===== src/hw/rtl/raw10_pixel_pack_unpack_assert.svh =====
// Assertion macros shared by the RAW10 pack/unpack RTL files.
`ifndef RAW10_PIXEL_PACK_UNPACK_ASSERT_SVH
`define RAW10_PIXEL_PACK_UNPACK_ASSERT_SVH

// Both macros expect i_clk and i_rst_n to exist in the using module.
`ifndef SYNTH
`define ASSERT_IMP(lbl, ante, cons) \
    lbl: assert property (@(posedge i_clk) disable iff (!i_rst_n) (ante) |-> (cons)) \
        else $error("assertion failed: same-cycle implication");
`define ASSERT_NXT(lbl, ante, cons) \
    lbl: assert property (@(posedge i_clk) disable iff (!i_rst_n) (ante) |=> (cons)) \
        else $error("assertion failed: next-cycle implication");
`else
`define ASSERT_IMP(lbl, ante, cons)
`define ASSERT_NXT(lbl, ante, cons)
`endif

`endif


===== src/hw/rtl/rpp_pkg.sv =====
// Types and constants shared by the RAW10 pack/unpack modules.
package rpp_pkg;

    localparam int VALUE_W = 10;
    localparam int BYTE_W  = 8;
    localparam int PHASE_W = 3;
    localparam int ADDR_W  = 3;
    localparam int DATA_W  = 32;
    localparam int QUEUE_DEPTH = 4;

    localparam logic [PHASE_W-1:0] GROUP_LEN = 3'd4;
    localparam logic [1:0]         LOW_MASK  = 2'b11;
    localparam logic [BYTE_W-1:0]  BYTE_MASK = 8'hff;

    // Register indexes on the configuration port.
    localparam logic REG_DIRECTION = 1'b0;
    localparam logic REG_BIT_ORDER = 1'b1;

    typedef enum logic {
        DIR_UNPACK = 1'b0,
        DIR_PACK   = 1'b1
    } t_direction;

    typedef enum logic {
        ORDER_PLAIN = 1'b0,
        ORDER_MIPI  = 1'b1
    } t_bit_order;

    typedef struct packed {
        t_direction direction;
        t_bit_order bit_order;
    } t_cfg;

    typedef struct packed {
        logic [VALUE_W-1:0] in_value;
        logic               frame_start;
    } t_in_item;

    typedef struct packed {
        logic [VALUE_W-1:0] out_value;
        logic               last_of_run;
    } t_out_item;

    // Up to four results made by one input item; last_idx is the count minus one.
    typedef struct packed {
        logic [1:0]              last_idx;
        logic [3:0][VALUE_W-1:0] value;
    } t_job;

endpackage


===== src/hw/rtl/rpp_front.sv =====
// Front end: tracks the group phase, holds group values and builds result jobs.
`include "raw10_pixel_pack_unpack_assert.svh"

module rpp_front import rpp_pkg::*; (
    input  logic     i_clk,
    input  logic     i_rst_n,
    input  t_cfg     i_cfg,
    input  logic     i_accept,
    input  t_in_item i_item,
    output logic     o_push,
    output t_job     o_job
);

    logic [PHASE_W-1:0] r_phase;
    logic [PHASE_W-1:0] n_phase;
    logic [BYTE_W-1:0]  r_held [4];

    logic [PHASE_W-1:0] phase_in;
    logic [PHASE_W-1:0] phase_eff;
    logic               hold_we;
    logic [BYTE_W-1:0]  hold_data;
    logic [3:0][VALUE_W-1:0] unpack_pix;
    logic [BYTE_W-1:0]  packed_lows;

    // Frame start restarts the group; out-of-range phases fold back to zero.
    always_comb begin
        phase_in = i_item.frame_start ? '0 : r_phase;
        if (i_cfg.direction == DIR_UNPACK) begin
            phase_eff = (phase_in > GROUP_LEN) ? '0 : phase_in;
        end else begin
            phase_eff = (phase_in >= GROUP_LEN) ? '0 : phase_in;
        end
    end

    // Unpacked pixels: held high byte joined with its pair from the current byte.
    always_comb begin
        logic [2:0] sh;
        for (int k = 0; k < 4; k++) begin
            sh = (i_cfg.bit_order == ORDER_MIPI) ? 3'(2 * k) : 3'(6 - 2 * k);
            unpack_pix[k] = {r_held[k], 2'(i_item.in_value[BYTE_W-1:0] >> sh) & LOW_MASK};
        end
    end

    // Low-bits byte: held pairs of the first three pixels and the current one.
    always_comb begin
        logic [2:0] sh;
        logic [1:0] pair;
        packed_lows = '0;
        for (int k = 0; k < 4; k++) begin
            sh   = (i_cfg.bit_order == ORDER_MIPI) ? 3'(2 * k) : 3'(6 - 2 * k);
            pair = (k == 3) ? i_item.in_value[1:0] : (r_held[k][1:0] & LOW_MASK);
            packed_lows = packed_lows | ((BYTE_W'(pair) << sh) & BYTE_MASK);
        end
    end

    // Per-item decision: hold, emit pixels, or emit one or two bytes.
    always_comb begin
        n_phase   = r_phase;
        o_push    = 1'b0;
        hold_we   = 1'b0;
        hold_data = i_item.in_value[BYTE_W-1:0];
        o_job     = '0;
        if (i_accept) begin
            if (i_cfg.direction == DIR_UNPACK) begin
                if (phase_eff < GROUP_LEN) begin
                    hold_we = 1'b1;
                    n_phase = phase_eff + 1'b1;
                end else begin
                    o_push         = 1'b1;
                    o_job.last_idx = 2'd3;
                    o_job.value    = unpack_pix;
                    n_phase        = '0;
                end
            end else begin
                hold_we        = 1'b1;
                hold_data      = {{(BYTE_W-2){1'b0}}, i_item.in_value[1:0]};
                o_push         = 1'b1;
                o_job.value[0] = {2'b00, i_item.in_value[VALUE_W-1:2]};
                if (phase_eff == GROUP_LEN - 1'b1) begin
                    o_job.last_idx = 2'd1;
                    o_job.value[1] = {2'b00, packed_lows};
                    n_phase        = '0;
                end else begin
                    o_job.last_idx = 2'd0;
                    n_phase        = phase_eff + 1'b1;
                end
            end
        end
    end

    // Group phase register.
    always_ff @(posedge i_clk) begin
        if (!i_rst_n) begin
            r_phase <= '0;
        end else begin
            r_phase <= n_phase;
        end
    end

    // Held group values need no reset.
    always_ff @(posedge i_clk) begin
        if (hold_we) begin
            r_held[phase_eff[1:0]] <= hold_data;
        end
    end

    `ASSERT_IMP(a_phase_range, 1'b1, r_phase <= GROUP_LEN)

endmodule


===== src/hw/rtl/rpp_queue.sv =====
// Short job queue between the front end and the result sequencer.
`include "raw10_pixel_pack_unpack_assert.svh"

module rpp_queue import rpp_pkg::*; #(
    parameter int Depth = QUEUE_DEPTH
) (
    input  logic i_clk,
    input  logic i_rst_n,
    input  logic i_wr,
    input  t_job i_job,
    input  logic i_rd,
    output t_job o_head,
    output logic o_full,
    output logic o_empty
);

    localparam int PTR_W = $clog2(Depth);
    localparam int CNT_W = $clog2(Depth + 1);
    localparam logic [PTR_W-1:0] PTR_LAST = PTR_W'(Depth - 1);
    localparam logic [CNT_W-1:0] CNT_FULL = CNT_W'(Depth);

    t_job             r_mem [Depth];
    logic [PTR_W-1:0] r_wr_ptr;
    logic [PTR_W-1:0] r_rd_ptr;
    logic [CNT_W-1:0] r_count;
    logic [PTR_W-1:0] n_wr_ptr;
    logic [PTR_W-1:0] n_rd_ptr;
    logic [CNT_W-1:0] n_count;

    assign o_full  = (r_count == CNT_FULL);
    assign o_empty = (r_count == '0);
    assign o_head  = r_mem[r_rd_ptr];

    // Pointer and fill count updates.
    always_comb begin
        n_wr_ptr = r_wr_ptr;
        n_rd_ptr = r_rd_ptr;
        n_count  = r_count;
        if (i_wr) begin
            n_wr_ptr = (r_wr_ptr == PTR_LAST) ? '0 : r_wr_ptr + 1'b1;
        end
        if (i_rd) begin
            n_rd_ptr = (r_rd_ptr == PTR_LAST) ? '0 : r_rd_ptr + 1'b1;
        end
        if (i_wr && !i_rd) begin
            n_count = r_count + 1'b1;
        end else if (!i_wr && i_rd) begin
            n_count = r_count - 1'b1;
        end
    end

    always_ff @(posedge i_clk) begin
        if (!i_rst_n) begin
            r_wr_ptr <= '0;
            r_rd_ptr <= '0;
            r_count  <= '0;
        end else begin
            r_wr_ptr <= n_wr_ptr;
            r_rd_ptr <= n_rd_ptr;
            r_count  <= n_count;
        end
    end

    // Job storage.
    always_ff @(posedge i_clk) begin
        if (i_wr) begin
            r_mem[r_wr_ptr] <= i_job;
        end
    end

    `ASSERT_IMP(a_no_write_when_full, r_count == CNT_FULL, !i_wr)
    `ASSERT_IMP(a_no_read_when_empty, r_count == '0, !i_rd)

endmodule


===== src/hw/rtl/rpp_back.sv =====
// Back end: walks each queued job and delivers its results one per cycle while the result side keeps popping.
`include "raw10_pixel_pack_unpack_assert.svh"

module rpp_back import rpp_pkg::*; (
    input  logic      i_clk,
    input  logic      i_rst_n,
    input  t_job      i_head,
    input  logic      i_q_empty,
    output logic      o_q_rd,
    input  logic      i_pop,
    output logic      o_empty,
    output t_out_item o_item
);

    logic       r_valid;
    logic       n_valid;
    logic [1:0] r_idx;
    logic [1:0] n_idx;
    t_out_item  r_item;
    logic       load;
    logic       is_last;

    // Refill the output register when it is free or being taken this cycle.
    assign load    = !i_q_empty && (!r_valid || i_pop);
    assign is_last = (r_idx == i_head.last_idx);
    assign o_q_rd  = load && is_last;
    assign o_empty = !r_valid;
    assign o_item  = r_item;

    always_comb begin
        n_valid = r_valid;
        n_idx   = r_idx;
        if (load) begin
            n_valid = 1'b1;
            n_idx   = is_last ? '0 : r_idx + 1'b1;
        end else if (i_pop) begin
            n_valid = 1'b0;
        end
    end

    always_ff @(posedge i_clk) begin
        if (!i_rst_n) begin
            r_valid <= 1'b0;
            r_idx   <= '0;
        end else begin
            r_valid <= n_valid;
            r_idx   <= n_idx;
        end
    end

    // Result payload register.
    always_ff @(posedge i_clk) begin
        if (load) begin
            r_item.out_value   <= i_head.value[r_idx];
            r_item.last_of_run <= is_last;
        end
    end

    `ASSERT_NXT(a_idx_wraps_after_job, o_q_rd, r_idx == '0)

endmodule


===== src/hw/rtl/raw10_pixel_pack_unpack.sv =====
// RAW10 pack/unpack top level: configuration registers and the front/queue/back pipeline.
//
// Converts a stream of packed RAW10 bytes into 10-bit pixels (direction 0) or
// 10-bit pixels into packed bytes (direction 1); bit_order selects whether the
// first pixel's low bits sit at the top (plain) or bottom (MIPI) of the
// low-bits byte, and frame_start restarts the group. The input side takes one
// item per clock while the job queue (QueueDepth entries) has room; the output
// side delivers at most one result per clock from a registered output stage,
// so the result port sets the sustained rate: unpacking returns four pixels
// per five bytes, packing returns five bytes per four pixels, and a full queue
// raises full until the result side drains it. An item's results are written
// into the job queue and then loaded into the output register. In unpacking, a
// partial trailing group produces nothing; in packing, it yields only its high
// bytes and no low-bits byte. Configuration must only be written while the block is idle.
module raw10_pixel_pack_unpack import rpp_pkg::*; #(
    parameter int QueueDepth = QUEUE_DEPTH
) (
    input  logic              i_clk,
    input  logic              i_rst_n,
    // Input queue side
    input  logic              push,
    output logic              full,
    input  t_in_item          i_in_data,
    // Result queue side
    output logic              empty,
    input  logic              pop,
    output t_out_item         o_out_data,
    // Configuration port
    input  logic              psel,
    input  logic              penable,
    input  logic              pwrite,
    input  logic [ADDR_W-1:0] paddr,
    input  logic [DATA_W-1:0] pwdata,
    output logic [DATA_W-1:0] prdata,
    output logic              pready
);

    t_cfg r_cfg;
    t_cfg n_cfg;
    logic cfg_wr;
    logic reg_idx;
    logic accept;
    logic job_push;
    t_job job;
    t_job head;
    logic q_full;
    logic q_empty;
    logic q_rd;

    // Configuration register writes and reads.
    assign pready  = 1'b1;
    assign cfg_wr  = psel && penable && pwrite && pready;
    assign reg_idx = paddr[2];

    always_comb begin
        n_cfg = r_cfg;
        if (cfg_wr) begin
            case (reg_idx)
                REG_DIRECTION: n_cfg.direction = t_direction'(pwdata[0]);
                REG_BIT_ORDER: n_cfg.bit_order = t_bit_order'(pwdata[0]);
                default:       n_cfg = r_cfg;
            endcase
        end
    end

    always_comb begin
        case (reg_idx)
            REG_DIRECTION: prdata = {{(DATA_W-1){1'b0}}, r_cfg.direction};
            REG_BIT_ORDER: prdata = {{(DATA_W-1){1'b0}}, r_cfg.bit_order};
            default:       prdata = '0;
        endcase
    end

    always_ff @(posedge i_clk) begin
        if (!i_rst_n) begin
            r_cfg <= '{direction: DIR_UNPACK, bit_order: ORDER_PLAIN};
        end else begin
            r_cfg <= n_cfg;
        end
    end

    // An input transfer happens whenever the job queue has room.
    assign full   = q_full;
    assign accept = push && !q_full;

    rpp_front u_front (
        .i_clk    (i_clk),
        .i_rst_n  (i_rst_n),
        .i_cfg    (r_cfg),
        .i_accept (accept),
        .i_item   (i_in_data),
        .o_push   (job_push),
        .o_job    (job)
    );

    rpp_queue #(
        .Depth (QueueDepth)
    ) u_queue (
        .i_clk   (i_clk),
        .i_rst_n (i_rst_n),
        .i_wr    (job_push),
        .i_job   (job),
        .i_rd    (q_rd),
        .o_head  (head),
        .o_full  (q_full),
        .o_empty (q_empty)
    );

    rpp_back u_back (
        .i_clk     (i_clk),
        .i_rst_n   (i_rst_n),
        .i_head    (head),
        .i_q_empty (q_empty),
        .o_q_rd    (q_rd),
        .i_pop     (pop),
        .o_empty   (empty),
        .o_item    (o_out_data)
    );

endmodule


===== config.mk =====
export PLATFORM = sky130hd
export DESIGN_NAME = raw10_pixel_pack_unpack
export DESIGN_NICKNAME = d
export VERILOG_FILES = /design/src/hw/rtl/rpp_pkg.sv /design/src/hw/rtl/rpp_front.sv /design/src/hw/rtl/rpp_queue.sv /design/src/hw/rtl/rpp_back.sv /design/src/hw/rtl/raw10_pixel_pack_unpack.sv
export VERILOG_INCLUDE_DIRS = /design/src /design/src/hw/rtl
export SDC_FILE = /design/constraint.sdc
export NUM_CORES = 1
export LEC_CHECK = 0
export BUFFER_PORTS_ARGS = -buffer_cell sky130_fd_sc_hd__buf_2
export CAP_MARGIN = 20
export CORE_ASPECT_RATIO = 0.5
export CORE_MARGIN = 10
export CORE_UTILIZATION = 55
export CTS_CLUSTER_SIZE = 20
export DETAILED_ROUTE_END_ITERATION = 10
export PLACE_DENSITY_LB_ADDON = 0.08
export SLEW_MARGIN = 30
export SYNTH_ARGS = -nofsm -noshare
export SYNTH_HDL_FRONTEND = slang
export SYNTH_SLANG_ARGS = --single-unit

===== constraint.sdc =====
create_clock -name i_clk -period 6.2 [get_ports i_clk]
set_clock_uncertainty 0.05 [all_clocks]
set_input_delay 0.93 -clock i_clk [delete_from_list [all_inputs] [get_ports i_clk]]
set_output_delay 0.93 -clock i_clk [all_outputs]
set_load 0.02 [all_outputs]

==> flow_metrics.tcl, run 1 <==
set metrics [dict create \
    worst-setup-path-type "flop to flop" \
    wl_um 18300 \
    ys_ff_latch 228 \
    rrSetupSlack_ns 2.74 \
    status "complete, no violations" \
    p_per_area_mw_per_mm2 331 \
    worst_pin_slew_ns 0.902 \
    firstDrtPassIters 4 \
    coreArea_mm2 0.0165 \
    leakage_nw 3.56 \
    grt_pass1_wl_um 28300 \
    die_w_um 205 \
    yosys.area.top_type "edfxtp_1" \
    crit_fanout 25 \
    drv_slew 0 \
    initial_utilization 0.567 \
    period_minus_slack_ns 3.46 \
    port_buffers 33 \
    synth_ff_type "edfxtp_1" \
    power_w 0.00342 \
    overflow 0 \
    dieArea_mm2 0.0230 \
    arrival_ns 3.84 \
    hp-class "flop to flop" \
    slew_headroom 0.398 \
    synth_common_cells "edfxtp_1 (211), mux4_2 (52), buf_4 (32)" \
    hpwl_um 11200 \
    ios 99 \
    rsz0062_at_grt "false" \
    endpoint_kind "flop" \
    synth.avg_cell_area_um2 18.4 \
    netlist_area_mm2 0.00937 \
    reg2reg_depth 10 \
    gp_congestion 0.769 \
    start_kind "flop" \
    cts_max_level 1 \
    yosysWarnings 0 \
    grtUsageTotal 0.162 \
    drv_cap 0 \
    hold_viol_final 0 \
    ant_nets 0 \
    synth-edff-count 211 \
    netlist.area_leader.share 0.676 \
    crit_required_ns 6.57 \
    row_count 33 \
    hold_path_end "u_front.r_phase[1]" \
    fillers 1195 \
    async_flop_share 0 \
    cts.clk_slew.worst_paths_ns 0.07 \
    cts_buffer_depth 3 \
    cts_tree "built" \
    root_buffer "clkbuf_16" \
    drive_above_1_share 0.240 \
    die_h_um 112 \
    drc 0 \
    area_growth_pct 10.3 \
    yosys-top-cells-area "edfxtp_1 (68%), mux4_2 (13%), dfxtp_1 (3.6%)" \
    setup_tns_ns 0 \
    min-delay-start "u_front.r_phase[1]" \
    hold_buffers 0 \
    dr.first_iter.drc_count 381 \
    multi_input_area_mm2 0.00244 \
    vias_per_cell 5.74 \
    seqCellArea_mm2 0.00668 \
    r2r-end "u_queue.r_count[2]" \
    num_vias 4557 \
    yosysMostFrequentCell "edfxtp_1" \
    ir_worst_vdd_mv 0.187 \
    clkSinkCount 228 \
    grt_max_degree 43 \
    yosysUniqueCellTypes 44 \
    wl_per_cell_um 23.1 \
    final_nets 615 \
    post-cts-setup-buffer-count 0 \
    cts_made_buffers 21 \
    whs_path_depth 2 \
    first_global_vias 4785 \
    fin_crit_sh 0.558 \
    seq_area_frac_synth 0.713 \
    synth_cells 510 \
    post_cts_resized 0 \
    setup_viol 0 \
    antenna_found_initial 0 \
    insertion_delay_ns 0.50 \
    fmax_mhz 289 \
]
## logic make-up (layout without fill, tap and decap cells)
family / Yosys count / after routing / share of synthesized area
other: 2 / 33 / 0.000802
flip-flops: 228 / 228 / 0.713
adder cells (fa/ha/maj): 11 / 11 / 0.0155
buffers and inverters: 64 / 90 / 0.0401
AND/OR/NAND/NOR: 97 / 97 / 0.0569
AO/OA/AOI/OAI: 36 / 36 / 0.0282
multiplexers: 68 / 68 / 0.142
XOR/XNOR: 4 / 4 / 0.00374
## sequential cells by signal, summed over array words and instances, names as in the netlist, named ones only
name and cells:
u_back.r_valid 1, u_queue.r_rd_ptr 2, u_front.r_phase 3, u_front.r_held 32, u_queue.r_mem 168, u_queue.r_count 3, u_back.o_item 11, r_cfg 2
u_back.r_idx 2, u_queue.r_wr_ptr 2
## layout make-up
cell class,count,share of cell area
diodes,1,0.000242
clock buffers,30,0.0560
clock inverters,8,0.00726
inverters,10,0.00363
multi-input cells,248,0.236
flip-flops and latches,228,0.646
well taps,227,0.0275
repair buffers,42,0.0225
## worst max-delay path by stage
stage	from	slack, ns	end
CTS	flop	2.69	u_queue.r_count[2]
global route	flop	2.49	u_queue.r_count[2]
global placement	pop	2.54	u_queue.r_count[2]
finish	flop	2.74	u_queue.r_count[2]
floorplan	i_in_data[0]	2.85	u_queue.r_mem[3][0]
detailed placement	pop	2.53	u_queue.r_count[2]
## cells in the final DEF (no fill, tap or decap), drive strengths merged, types with 2 or more instances in the layout
cell type	instances
buf	42
inv	11
nor2b	14
nand4	2
clkinv	6
ha	10
xnor2	3
nand2b	2
nor2	18
a21oi	6
o21ai	8
conb	32
and3	24
o2bb2ai	3
dfxtp	17
nand2	17
mux2i	16
clkbuf	30
mux4	52
a22o	6
nor3	2
a22oi	2
and2	8
nand3	4
edfxtp	211
a21boi	6
## stage by stage
step                area, um2  setup WS (ns)  cells  utilization  hold WS [ns]
floorplan                9480           2.85    540            -         0.400
global placement         9670           2.54    755        0.586         0.410
detailed placement       9670           2.53    755        0.586         0.419
CTS                     10300           2.69    793        0.625         0.429
global route            10300           2.49    793        0.626         0.455
finish                  10300           2.74    794        0.626         0.429
## report_power, final
group / total, W / internal, W / switching (W)
sequential: 0.00180 / 0.00174 / 0.0000612
clock: 0.00124 / 0.000697 / 0.000541
combinational: 0.000384 / 0.000168 / 0.000216
## worst max-delay path: stages, from the launching register on
cell and delay [ns]:
dfxtp_2 0.66, buf_4 0.46, mux4_2 0.40, xnor2_1 0.21
nand3_1 0.22, ha_1 0.23, inv_1 0.07, fa_1 0.42
xor2_1 0.17, or3_1 0.30, a21boi_0 0.16
## routing by layer
metal  share of wire  vias up  GRT usage  wire [um]
li1                -     2024          -          -
met2            0.47      138      0.246       8570
met3           0.071       27     0.0278       1300
met5               0        -          0          0
met4           0.016        0     0.0378        288
met1            0.45     2368      0.239       8180
Power figures use the tool's default switching activity.
==> inputs of run 2 (changes only) <==
Clock period 6.2 ns to 3.6 ns, I/O delays scaled along.
==> flow_metrics.tcl, run 2 (synthesized netlist as in run 1, its figures left out) <==
set metrics [dict create \
    hold_buffers 0 \
    endpoint_kind "flop" \
    crit_required_ns 3.97 \
    layout.cells.most_common "edfxtp_1" \
    drv_slew 0 \
    place_area_mm2 0.00974 \
    status "complete, no violations" \
    cts_max_level 1 \
    die_w_um 205 \
    wl_um 17800 \
    num_vias 4438 \
    grtUsageTotal 0.158 \
    post-cts-setup-buffer-count 0 \
    antenna_cells 0 \
    pwr-share-seq 0.521 \
    ant_nets 0 \
    wl_per_cell_um 22.4 \
    post_cts_resized 0 \
    overflow 0 \
    drv_cap 0 \
    start_kind "flop" \
    layout_common_cells "edfxtp_1 (211), mux4_2 (52), buf_2 (33)" \
    p_sw_frac 0.236 \
    ir_worst_vdd_mv 0.412 \
    grt_pass1_wl_um 27800 \
    p_clk_frac 0.353 \
    final_nets 617 \
    antenna_found_initial 0 \
    largest_register "u_queue.r_mem" \
    firstDrtPassIters 4 \
    clkSinkCount 228 \
    vias_per_cell 5.59 \
    initial_utilization 0.567 \
    port_buffers 33 \
    worstPathCellList "mux4_2, xnor2_1, nand3_1, ha_1, inv_1, fa_1, xor2_1, or3_1, a21boi_0" \
    fin_area_mm2 0.0104 \
    crit_fanout 6 \
    p_sw_w 0.00138 \
    dr.first_iter.drc_count 425 \
    worst_pin_slew_ns 0.802 \
    root_buffer "clkbuf_16" \
    cts.clk_slew.worst_paths_ns 0.07 \
    dp_slack_ns 0.475 \
    grt_max_degree 43 \
    dieArea_mm2 0.0230 \
    hpwl_um 10700 \
    cts_buffer_depth 3 \
    hold_ws_ns 0.274 \
    area_growth_pct 10.8 \
    max_stage_delay_ns 0.54 \
    p_int_w 0.00446 \
    cts_made_buffers 20 \
    slew_headroom 0.465 \
    setup_viol 0 \
    first_global_vias 4682 \
    ios 99 \
    fin_crit_sh 0.794 \
    gp_congestion 0.726 \
    largest_register_ffs 168 \
    row_count 33 \
    die_h_um 112 \
    worst-setup-path-type "flop to flop" \
    fmax_mhz 350 \
    combPwrFrac 0.126 \
    setup_slack_ns 0.743 \
    leakage_nw 3.59 \
    drive_above_1_share 0.249 \
    p_per_area_mw_per_mm2 562 \
    hold_viol_final 0 \
    setup_tns_ns 0 \
    coreArea_mm2 0.0165 \
    hp-class "input port to flop" \
    arrival_ns 3.23 \
    cts_tree "built" \
    slowest_stage "mux4_2" \
    rsz0062_at_grt "false" \
    drc 0 \
    insertion_delay_ns 0.50 \
    period_minus_slack_ns 2.86 \
]
==> run 2: cell count changes in the layout (fill, tap and decap cells not counted), sizes merged <==
cell    delta
buf        +3
clkbuf     -5
inv        -1
clkinv     +4
diode      -1
==> run 2: critical path, delay by kind of cell, from the launching register on <==
family | cells | cell delay [ns]
fa+ha+maj | 2 | 0.65
xor+xnor | 2 | 0.37
simple gates | 2 | 0.51
compound gates | 1 | 0.15
flops | 1 | 0.44
mux | 1 | 0.54
buf+inv | 1 | 0.07
==> run 2: power groups by stage <==
stage                     Sequential [W]  Combinational, W  Clock [W]
after CTS                        0.00304          0.000755    0.00212
after floorplan                  0.00315          0.000478          0
after global routing             0.00305          0.000805    0.00221
final                            0.00304          0.000735    0.00206
after detailed placement         0.00309          0.000752          0
after global placement           0.00309          0.000748          0
==> run 2: worst paths after layout <==
path / from / to / slack (ns) / depth (start not counted)
setup / recovery: flop / u_queue.r_count[2] / 0.74 / 9
hold / removal: i_in_data[1] / u_front.r_held[0][0] / 0.27 / 1
setup reg to reg: flop / u_queue.r_count[2] / 0.74 / 9
hold reg to reg: u_front.r_phase[1] / u_front.r_phase[1] / 0.44 / 2
==> run 2: area by class of cell <==
class                           instances  area [um2]
Sequential cell                       228        6680
Fill cell                            1207        6130
Multi-Input combinational cell        248        2440
Clock buffer                           25         551
Timing Repair Buffer                   45         305
Tap cell                              227         284
Clock inverter                         11        87.6
Inverter                               10        37.5
==> run 2: per-layer routing <==
layer,vias to the layer above,global-route usage,routed length [um]
li1,2042,-,-
met4,0,0.0333,306
met2,165,0.235,8090
met3,21,0.0333,1870
met1,2210,0.235,7520
met5,-,0,0
==> run 2: stage by stage <==
| step | cells | power [W] | util |
|---|---|---|---|
| floorplan | 540 | 0.00363 | - |
| detailed placement | 758 | 0.00385 | 0.590 |
| CTS | 794 | 0.00591 | 0.629 |
| global route | 794 | 0.00606 | 0.629 |
| finish | 794 | 0.00583 | 0.629 |
| global placement | 758 | 0.00384 | 0.590 |
